$ cat config.mk
export PLATFORM = sky130hd
export DESIGN_NAME = packet_slot_ring_queue_unit
export DESIGN_NICKNAME = d
export VERILOG_FILES = /design/src/rtl/psrq_pkg.sv /design/src/rtl/psrq_byte_ram.sv /design/src/rtl/packet_slot_ring_queue_unit.sv
export SDC_FILE = /design/constraint.sdc
export NUM_CORES = 2
export LEC_CHECK = 0
export CORE_MARGIN = 10
export CORE_UTILIZATION = 50
export CTS_CLUSTER_DIAMETER = 30
export DETAILED_ROUTE_END_ITERATION = 6
export DONT_BUFFER_PORTS = 1
export PLACE_DENSITY_LB_ADDON = 0.25
export SLEW_MARGIN = 0
export SYNTH_ARGS = -nofsm -noshare
export SYNTH_HDL_FRONTEND = slang
export SYNTH_SLANG_ARGS = --single-unit
$ cat constraint.sdc
create_clock -name clk_i -period 10.93 [get_ports clk_i]
set_input_delay 2.186 -clock clk_i [delete_from_list [all_inputs] [get_ports clk_i]]
set_output_delay 2.186 -clock clk_i [all_outputs]
set_load 0.05 [all_outputs]
$ cat src/rtl/psrq_pkg.sv
`timescale 1ns / 1ps

package psrq_pkg;

  localparam int NumSlotsDef  = 4;
  localparam int SlotBytesDef = 64;

  localparam int CmdW    = 2;
  localparam int ByteW   = 8;
  localparam int StatusW = 3;
  localparam int LenW    = 7;

  typedef enum logic [CmdW-1:0] {
    CMD_PUSH = 2'd0,
    CMD_END  = 2'd1,
    CMD_POP  = 2'd2
  } cmd_e;

  typedef enum logic [StatusW-1:0] {
    ST_TAKEN  = 3'd0,
    ST_ACCEPT = 3'd1,
    ST_REJECT = 3'd2,
    ST_BYTE   = 3'd3,
    ST_EMPTY  = 3'd4
  } status_e;

endpackage

$ cat src/rtl/psrq_byte_ram.sv
`timescale 1ns / 1ps

module psrq_byte_ram #(
  parameter int Depth = psrq_pkg::NumSlotsDef * psrq_pkg::SlotBytesDef,
  parameter int AddrW = (Depth > 1) ? $clog2(Depth) : 1
) (
  input  logic                       clk_i,
  input  logic                       we_i,
  input  logic [AddrW-1:0]           waddr_i,
  input  logic [psrq_pkg::ByteW-1:0] wdata_i,
  input  logic [AddrW-1:0]           raddr_i,
  output logic [psrq_pkg::ByteW-1:0] rdata_o
);

  logic [psrq_pkg::ByteW-1:0] mem_q [Depth];
  logic [psrq_pkg::ByteW-1:0] rdata_q;

  always_ff @(posedge clk_i) begin
    if (we_i) begin
      mem_q[waddr_i] <= wdata_i;
    end
    rdata_q <= mem_q[raddr_i];
  end

  assign rdata_o = rdata_q;

endmodule

$ cat src/rtl/packet_slot_ring_queue_unit.sv
// Ring queue of whole packets in fixed slots. Issue a command with start while busy is low:
// push a byte, end (commit or reject the gathered packet) or pop the oldest packet. Every
// command except an unused code gives its results starting in the cycle after the transfer, each
// marked by strobe for exactly one cycle; the receiver cannot stall them. Push, end, a pop of
// an empty queue and a pop of a zero-length packet give one result and leave busy low, so they
// may follow each other in every cycle. A pop of a packet of L bytes streams one byte a cycle
// from the single read port of the slot byte memory, holding busy high until the final byte, so
// the next command may be issued in the cycle that shows the final byte.
`timescale 1ns / 1ps

module packet_slot_ring_queue_unit #(
  parameter int NumSlots  = psrq_pkg::NumSlotsDef,
  parameter int SlotBytes = psrq_pkg::SlotBytesDef
) (
  input  logic                         clk_i,
  input  logic                         rst_ni,
  input  logic                         start,
  output logic                         busy,
  input  logic [psrq_pkg::CmdW-1:0]    command_i,
  input  logic [psrq_pkg::ByteW-1:0]   in_byte_i,
  output logic                         strobe,
  output logic [psrq_pkg::StatusW-1:0] status_o,
  output logic [psrq_pkg::ByteW-1:0]   out_byte_o,
  output logic                         byte_valid_o,
  output logic [psrq_pkg::LenW-1:0]    packet_length_o,
  output logic                         last_o,
  output logic [$clog2(NumSlots+1)-1:0] queue_count_o
);

  localparam int LenW   = psrq_pkg::LenW;
  localparam int SlotW  = (NumSlots > 1) ? $clog2(NumSlots) : 1;
  localparam int IdxW   = (SlotBytes > 1) ? $clog2(SlotBytes) : 1;
  localparam int CountW = $clog2(NumSlots + 1);
  localparam int SumW   = CountW + 1;
  localparam int Depth  = NumSlots * SlotBytes;
  localparam int AddrW  = (Depth > 1) ? $clog2(Depth) : 1;

  // queue state
  logic [SlotW-1:0]  head_q, head_d;
  logic [CountW-1:0] count_q, count_d;
  logic [LenW-1:0]   gather_q, gather_d;
  logic              reject_q, reject_d;
  logic [LenW-1:0]   len_q [NumSlots];

  // single-result response
  logic              resp_valid_q, resp_valid_d;
  psrq_pkg::status_e resp_status_q, resp_status_d;
  logic [LenW-1:0]   resp_len_q, resp_len_d;

  // byte streaming
  logic              stream_q, stream_d;
  logic [IdxW-1:0]   idx_q, idx_d;
  logic [LenW-1:0]   slen_q, slen_d;
  logic [SlotW-1:0]  sslot_q, sslot_d;

  logic              accept;
  logic              last_beat;
  logic              full;
  logic              gather_full;
  logic [SumW-1:0]   tail_sum;
  logic [SlotW-1:0]  tail;
  logic [SlotW-1:0]  head_next;
  logic [LenW-1:0]   head_len;
  logic              len_we;
  logic              ram_we;
  logic [AddrW-1:0]  ram_waddr;
  logic [AddrW-1:0]  ram_raddr;
  logic [psrq_pkg::ByteW-1:0] ram_rdata;

  assign full        = (count_q == CountW'(NumSlots));
  assign gather_full = (gather_q >= LenW'(SlotBytes));
  assign tail_sum    = SumW'(head_q) + SumW'(count_q);
  assign tail        = (tail_sum >= SumW'(NumSlots)) ? SlotW'(tail_sum - SumW'(NumSlots))
                                                     : SlotW'(tail_sum);
  assign head_next   = (head_q == SlotW'(NumSlots - 1)) ? '0 : head_q + SlotW'(1);
  assign head_len    = len_q[head_q];

  assign last_beat = stream_q && (LenW'(idx_q) == slen_q - LenW'(1));
  assign busy      = stream_q && !last_beat;
  assign accept    = start && !busy;

  assign ram_we    = accept && (psrq_pkg::cmd_e'(command_i) == psrq_pkg::CMD_PUSH)
                     && !full && !gather_full && !reject_q;
  assign ram_waddr = AddrW'(tail) * AddrW'(SlotBytes) + AddrW'(gather_q[IdxW-1:0]);
  assign ram_raddr = accept ? AddrW'(head_q) * AddrW'(SlotBytes)
                            : AddrW'(sslot_q) * AddrW'(SlotBytes) + AddrW'(idx_q) + AddrW'(1);

  psrq_byte_ram #(
    .Depth (Depth),
    .AddrW (AddrW)
  ) u_byte_ram (
    .clk_i   (clk_i),
    .we_i    (ram_we),
    .waddr_i (ram_waddr),
    .wdata_i (in_byte_i),
    .raddr_i (ram_raddr),
    .rdata_o (ram_rdata)
  );

  always_comb begin
    head_d        = head_q;
    count_d       = count_q;
    gather_d      = gather_q;
    reject_d      = reject_q;
    resp_valid_d  = 1'b0;
    resp_status_d = resp_status_q;
    resp_len_d    = resp_len_q;
    stream_d      = stream_q && !last_beat;
    idx_d         = idx_q + IdxW'(1);
    slen_d        = slen_q;
    sslot_d       = sslot_q;
    len_we        = 1'b0;
    if (accept) begin
      case (psrq_pkg::cmd_e'(command_i))
        psrq_pkg::CMD_PUSH: begin
          if (full || gather_full) begin
            reject_d = 1'b1;
          end
          if (!gather_full) begin
            gather_d = gather_q + LenW'(1);
          end
          resp_valid_d  = 1'b1;
          resp_status_d = psrq_pkg::ST_TAKEN;
          resp_len_d    = gather_d;
        end
        psrq_pkg::CMD_END: begin
          if (full || reject_q) begin
            resp_status_d = psrq_pkg::ST_REJECT;
          end else begin
            resp_status_d = psrq_pkg::ST_ACCEPT;
            len_we        = 1'b1;
            count_d       = count_q + CountW'(1);
          end
          resp_valid_d = 1'b1;
          resp_len_d   = gather_q;
          gather_d     = '0;
          reject_d     = 1'b0;
        end
        psrq_pkg::CMD_POP: begin
          if (count_q == '0) begin
            resp_valid_d  = 1'b1;
            resp_status_d = psrq_pkg::ST_EMPTY;
            resp_len_d    = '0;
          end else begin
            head_d  = head_next;
            count_d = count_q - CountW'(1);
            if (head_len == '0) begin
              resp_valid_d  = 1'b1;
              resp_status_d = psrq_pkg::ST_BYTE;
              resp_len_d    = '0;
            end else begin
              stream_d = 1'b1;
              idx_d    = '0;
              slen_d   = head_len;
              sslot_d  = head_q;
            end
          end
        end
        default: begin
        end
      endcase
    end
  end

  always_ff @(posedge clk_i or negedge rst_ni) begin
    if (!rst_ni) begin
      head_q       <= '0;
      count_q      <= '0;
      gather_q     <= '0;
      reject_q     <= 1'b0;
      resp_valid_q <= 1'b0;
      stream_q     <= 1'b0;
    end else begin
      head_q       <= head_d;
      count_q      <= count_d;
      gather_q     <= gather_d;
      reject_q     <= reject_d;
      resp_valid_q <= resp_valid_d;
      stream_q     <= stream_d;
    end
  end

  always_ff @(posedge clk_i) begin
    resp_status_q <= resp_status_d;
    resp_len_q    <= resp_len_d;
    idx_q         <= idx_d;
    slen_q        <= slen_d;
    sslot_q       <= sslot_d;
    if (len_we) begin
      len_q[tail] <= gather_q;
    end
  end

  // streamed bytes come straight from the memory read register
  assign strobe          = resp_valid_q || stream_q;
  assign status_o        = stream_q ? psrq_pkg::StatusW'(psrq_pkg::ST_BYTE)
                                    : psrq_pkg::StatusW'(resp_status_q);
  assign out_byte_o      = stream_q ? ram_rdata : '0;
  assign byte_valid_o    = stream_q;
  assign packet_length_o = stream_q ? slen_q : resp_len_q;
  assign last_o          = stream_q ? last_beat : 1'b1;
  assign queue_count_o   = count_q;

endmodule
Word-level counts from Yosys, hierarchy flattened
Memory sizes are Yosys's and may differ from the RTL's. A register that Yosys moved wholly into a read port is not among the register bits.
Index checks and enable logic that the tools add are counted.
{"block": "word_totals", "mem_count": 2, "elab_cells": 105, "input_bits": 13, "regBits": 40, "ramBits": 2076, "out_inout_bits": 25}
{"memory": "u_byte_ram.mem_q", "words": 256, "word_bits": 8, "rd": 1, "rd_ports_with_merged_regs": 1, "wr": 1, "line_no": "psrq_byte_ram.sv:15", "source": "logic [psrq_pkg::ByteW-1:0] mem_q [Depth];"}
{"memory": "len_q", "words": 4, "word_bits": 7, "rd": 1, "rd_ports_with_merged_regs": 0, "wr": 1, "line_no": "packet_slot_ring_queue_unit.sv:43", "source": "logic [LenW-1:0] len_q [NumSlots];"}
{"block": "classes", "magnitude_cmp": 2, "n_bitwise": 2, "muxes": 40, "n_eq_ne": 9, "reduce_logical": 28, "n_addsub": 11}
{"operator": "$mux 7", "n": 4}
{"operator": "$mux 6", "n": 4}
{"operator": "$pmux 7 s3", "n": 1}
{"operator": "$add 8x6->8", "n": 2}
{"operator": "$mux 1", "n": 16}
{"operator": "$mux 8", "n": 2}
{"operator": "$mux 3", "n": 5}
{"operator": "$pmux 7 s2", "n": 1}
{"operator": "$pmux 3 s3", "n": 1}
{"operator": "$reduce_and 3->1", "n": 3}
{"operator": "$add 8x1->8 const B", "n": 1}
{"operator": "$reduce_and 4->1", "n": 2}
{"operator": "$add 7x1->7 const B", "n": 1}
{"operator": "$eq 6x7->1", "n": 1}
{"operator": "$ge 7x7->1 const B", "n": 1}
{"operator": "$logic_and 1x1->1", "n": 7}
{"operator": "$logic_not 7->1", "n": 1}
{"operator": "$sub 7x1->7 const B", "n": 1}
{"operator": "$add 6x1->6 const B", "n": 1}
{"operator": "$mux 2", "n": 3}
{"operator": "$pmux 3 s2", "n": 1}
{"operator": "$logic_not 1->1", "n": 5}
{"operator": "$add 2x3->4", "n": 1}
{"operator": "$eq 2x2->1 const B", "n": 2}
{"operator": "other kinds (19)", "n": 25}

Depth between registers and ports, before layout
{"block": "depth", "ltp_word": 13, "depth_mapped": 17, "depth_no_buf": 13}

By module
Synthesis repeated with hierarchy kept, for this count alone.
{"block": "hier_totals", "hier_cells": 4018, "area_unflattened_um2": 83034.6}
{"module": "psrq_byte_ram", "area_each_um2": 79556.3, "cells_each": 3733, "n_inst": 1, "seq_area_each_um2": 61659.1}
{"module": "packet_slot_ring_queue_unit", "area_each_um2": 3478.3, "cells_each": 285, "n_inst": 1, "seq_area_each_um2": 1906.8}

Worst setup path after synthesis
Ideal clock, no wire load.
{"block": "synth_path", "path_kind": "input to register", "start": "input port start", "end": "memory u_byte_ram.mem_q[53][0] (netlist name), enable pin", "path_buffers": 4, "setup_time_ps": 370, "path_slack_ps": 5712, "arrival_time_ps": 4848, "required_ps": 10560, "path_stages": 11, "path_cell_list": "clkbuf_1 -> inv_1 -> a21oi_1 -> nand3_4 -> buf_2 -> or2_1 -> clkbuf_1 -> nor3_2 -> nand3_1 -> buf_2 -> nor2_1"}
{"block": "synth_between", "elab_chain_len": 7}
{"element": "from (decl)", "line_no": "packet_slot_ring_queue_unit.sv:17", "source": "input logic start,"}
{"element": "$logic_and 1x1->1", "line_no": "packet_slot_ring_queue_unit.sv:80", "source": "assign accept = start && !busy;"}
{"element": "$logic_and 1x1->1", "line_no": "packet_slot_ring_queue_unit.sv:82", "source": "assign ram_we = accept && (psrq_pkg::cmd_e'(command_i) == psrq_pkg::CMD_PUSH)"}
{"element": "$logic_and 1x1->1 (3 in series)", "line_no": "packet_slot_ring_queue_unit.sv:83", "source": "&& !full && !gather_full && !reject_q;"}
{"element": "$mux 1", "line_no": "psrq_byte_ram.sv:19", "source": "if (we_i) begin"}
{"element": "$mux 1 (implied by the code)", "line_no": "psrq_byte_ram.sv:20", "source": "mem_q[waddr_i] <= wdata_i;"}
{"element": "to (decl)", "line_no": "psrq_byte_ram.sv:15"}
No other way between the ends.

Worst setup path after layout
{"block": "layout_path", "start": "register slen_q[0]", "end": "memory u_byte_ram.mem_q[112][0] (netlist name), enable pin"}
{"block": "layout_between", "elab_chain_len": 13}
{"element": "from (decl)", "line_no": "packet_slot_ring_queue_unit.sv:53", "source": "logic [LenW-1:0] slen_q, slen_d;"}
{"element": "from (signal assigned)", "line_no": "packet_slot_ring_queue_unit.sv:187", "source": "slen_q <= slen_d;"}
{"element": "$sub 7x1->7", "line_no": "packet_slot_ring_queue_unit.sv:78", "source": "assign last_beat = stream_q && (LenW'(idx_q) == slen_q - LenW'(1));"}
{"element": "$eq 6x7->1", "line_no": "packet_slot_ring_queue_unit.sv:78"}
{"element": "$logic_and 1x1->1", "line_no": "packet_slot_ring_queue_unit.sv:78"}
{"element": "$logic_not 1->1", "line_no": "packet_slot_ring_queue_unit.sv:79", "source": "assign busy = stream_q && !last_beat;"}
{"element": "$logic_and 1x1->1", "line_no": "packet_slot_ring_queue_unit.sv:79"}
{"element": "$logic_not 1->1", "line_no": "packet_slot_ring_queue_unit.sv:80"}
{"element": "$logic_and 1x1->1", "line_no": "packet_slot_ring_queue_unit.sv:80"}
{"element": "$logic_and 1x1->1", "line_no": "packet_slot_ring_queue_unit.sv:82"}
{"element": "$logic_and 1x1->1 (3 in series)", "line_no": "packet_slot_ring_queue_unit.sv:83"}
{"element": "$mux 1", "line_no": "psrq_byte_ram.sv:19"}
{"element": "$mux 1 (implied by the code)", "line_no": "psrq_byte_ram.sv:20"}
No other way between the ends.

==> results.json <==
{
  "fin_skew_ns": 0.0573,
  "synthSimpleGateAreaFrac_pct": 4.73,
  "cts_hold_buf": 0,
  "synth_cell_types": 98,
  "cts_resized": 0,
  "period_minus_slack_ns": 6.73,
  "timing.max_cap.violations": 0,
  "busiest_layer": "met2",
  "io_pins": 38,
  "wirelength_um": 270000,
  "wire_per_inst_um": 33.6,
  "clkTransAtPathRegs_ns": 0.05,
  "setup_violations": 0,
  "worst-setup-path-type": "flip-flop to flip-flop",
  "place_hpwl_um": 150000,
  "synth_mux_area_share_pct": 7.14,
  "ys_seq_area_share_pct": 74.7,
  "ant_nets": 0,
  "syn_inst": 5381,
  "finalCritPeriodShare_pct": 61.6,
  "start_util_pct": 50.3,
  "cp.arrival_ns": 7.29,
  "cp.required_ns": 11.49,
  "worst_pin_slew_ns": 1.44,
  "die_x_um": 433,
  "clk_latency_ns": 0.96,
  "cts.sinks": 2124,
  "rows": 151,
  "core_area_mm2": 0.169,
  "gp_congestion": 0.921,
  "rsz0062_at_grt": "false",
  "max_freq_mhz": 149,
  "hold_viol_final": 0,
  "dieArea_mm2": 0.187,
  "critPathMaxFanout": 44,
  "p_per_area_mw_per_mm2": 332,
  "grt_max_degree": 257,
  "irDropWorstVdd_uv": 366,
  "die_height_um": 433,
  "synth_xor_xnor_area_share_pct": 0.304,
  "synth-seq-cells": 2124,
  "total_power_w": 0.0333,
  "met3_usage_pct": 8.57,
  "numPortBuffers": 0,
  "root_buffer": "clkbuf_16",
  "netlist_area_mm2": 0.0851,
  "outcome": "finished with violations",
  "fin_util_pct": 59.2,
  "ys.flop_type": "edfxtp_1",
  "synth_nets": 5407,
  "clock_path_buffers": 4,
  "yosys_warnings": 0,
  "power_leakage_nw": 32.0,
  "grt_use_total_pct": 28.2,
  "grt_use_met2_pct": 40.8,
  "antenna_found_initial": 23,
  "crit_path_start_kind": "flip-flop",
  "final_layout_size_suffix_gt1_share_pct": 17.3,
  "dr.pass1.iters": 7,
  "vias": 53900,
  "grt_pass1_vias": 51800,
  "cp-end-kind": "flip-flop",
  "grt_pass1_wl_um": 380000,
  "tns_ns": 0,
  "htree_num_levels": 5,
  "synth-async-reset-ratio_pct": 0.706,
  "synth_top_family_by_area": "compound AO/OA/AOI/OAI gates",
  "setup_slack_ns": 4.20,
  "violations": "design-rule violations",
  "grtUsageMet1_pct": 37.9,
  "postCtsSetupBuffers": 0,
  "nets": 5516,
  "synth_fa_ha_area_share_pct": 0.200,
  "cts_inserted_buffers": 382,
  "area_growth_pct": 17.8,
  "grt_overflow": 0,
  "hold_path_class": "flip-flop to flip-flop",
  "drt_iter0_drc": 8251,
  "pre_cts_ws_ns": 4.12,
  "slew_viol_final": 0,
  "synth_edf_count": 2095,
  "max-slew-margin-rel_pct": 3.81,
  "cts_tree": "yes",
  "drcViolationCount": 3,
  "viasPerCell": 6.72,
  "synth-compound-area-share_pct": 10.8,
  "syn_area_per_cell_um2": 15.8
}
==> layout make-up <==
cell class                      instances  area [µm²]
Tap cell                             2218        2780
Fill cell                           12400       69000
Inverter                               21        81.3
Sequential cell                      2124       63600
Multi-Input combinational cell       2844       20000
Timing Repair Buffer                  117         941
Antenna cell                           13        32.5
Clock inverter                        257        3010
Clock buffer                          429        9840
==> flip-flops by register name, indices dropped and copies added, names as in the netlist, 2 cells and up <==
| register | cells |
|---|---|
| u_byte_ram.mem_q | 2048 |
| len_q | 28 |
| u_byte_ram.rdata_o | 8 |
| gather_q | 7 |
| resp_len_q | 7 |
| slen_q | 7 |
| idx_q | 6 |
| queue_count_o | 3 |
| resp_status_q | 3 |
| head_q | 2 |
| sslot_q | 2 |
==> Yosys cell counts, types with 14 or more instances <==
| library cell | instances | share of area (%) |
|---|---|---|
| a211oi_1 | 55 | 0.49 |
| a21o_1 | 15 | 0.13 |
| a21oi_1 | 253 | 1.5 |
| a221oi_1 | 18 | 0.19 |
| a31oi_1 | 58 | 0.43 |
| and2_1 | 20 | 0.15 |
| buf_1 | 49 | 0.22 |
| buf_2 | 119 | 0.70 |
| buf_4 | 16 | 0.14 |
| clkbuf_1 | 198 | 0.87 |
| dfrtp_1 | 15 | 0.44 |
| dfxtp_1 | 14 | 0.33 |
| edfxtp_1 | 2095 | 74 |
| inv_1 | 21 | 0.093 |
| mux2_2 | 170 | 2.2 |
| mux2i_1 | 333 | 3.9 |
| mux4_2 | 36 | 0.95 |
| nand2_1 | 163 | 0.72 |
| nand3_1 | 89 | 0.52 |
| nor2_1 | 419 | 1.8 |
| nor2b_1 | 25 | 0.18 |
| nor3_1 | 63 | 0.37 |
| o2111ai_1 | 21 | 0.22 |
| o211ai_1 | 96 | 0.85 |
| o21ai_0 | 329 | 1.9 |
| o21ai_1 | 17 | 0.10 |
| o221ai_1 | 151 | 1.6 |
| o22ai_1 | 159 | 1.2 |
| o311a_1 | 20 | 0.24 |
| or3_1 | 36 | 0.26 |
| xnor2_1 | 14 | 0.14 |
==> cells by family (layout without fill, tap and decap cells) <==
kind of cell	after synthesis	after routing
DFF	2124	2124
AOI/OAI and AO/OA	1374	1374
and+or+nand+nor	890	890
muxes	540	540
buffers and inverters	413	824
xor gates and xnor gates	27	27
adders and majority gates	13	13
other	0	13
==> power breakdown <==
group          switching [W]  internal (W)
Combinational        0.00894       0.00333
Sequential          0.000160       0.00904
Clock                0.00407       0.00771
Total                 0.0132        0.0201
==> path summary, 6_finish.rpt <==
| path | start | to | slack [ns] | cells past startpoint |
|---|---|---|---|---|
| max | slen_q[0] | u_byte_ram.mem_q[112][0] | 4.20 | 11 |
| min | reject_q | reject_q | 0.62 | 2 |
| max reg2reg | slen_q[0] | u_byte_ram.mem_q[112][0] | 4.20 | 11 |
| min reg2reg | reject_q | reject_q | 0.62 | 2 |
| max in group asynchronous | rst_ni | byte_valid_o | 9.91 | 0 |
| min in group asynchronous | rst_ni | gather_q[0] | 0.92 | 0 |
==> per-layer routing <==
metal,routed length [µm],up-vias
met5,189,-
met4,15900,26
met3,36400,755
met2,118000,4076
met1,99500,27100
li1,-,22000
==> metrics by stage <==
stage               cells  area, µm²  hold slack [ns]
finish               8023     100000            0.621
floorplan            5381      85100            0.495
global placement     7324      87400            0.546
global route         8011     100000            0.662
detailed placement   7324      87400            0.563
CTS                  8010     100000            0.620
==> layout by cell type (no fill, tap or decap), drive strengths merged, types with 117 or more instances in the layout <==
| cell type | count |
|---|---|
| o221ai | 151 |
| o22ai | 159 |
| nand2 | 167 |
| mux2 | 171 |
| clkbuf | 429 |
| nor2 | 419 |
| mux2i | 333 |
| o21ai | 346 |
| edfxtp | 2095 |
| buf | 117 |
| a21oi | 253 |
| clkinv | 131 |
==> worst max-delay path, stage by stage, from the launching register on <==
cell,delay (ns)
edfxtp_1,0.48
inv_1,0.10
ha_1,0.17
nor3b_1,0.60
o21ai_1,0.25
nand3_1,0.63
nand3_4,0.73
buf_4,0.55
or2_1,0.40
nor2_1,0.65
nand3_1,0.87
nor2_1,0.85
Power figures use the tool's default switching activity.
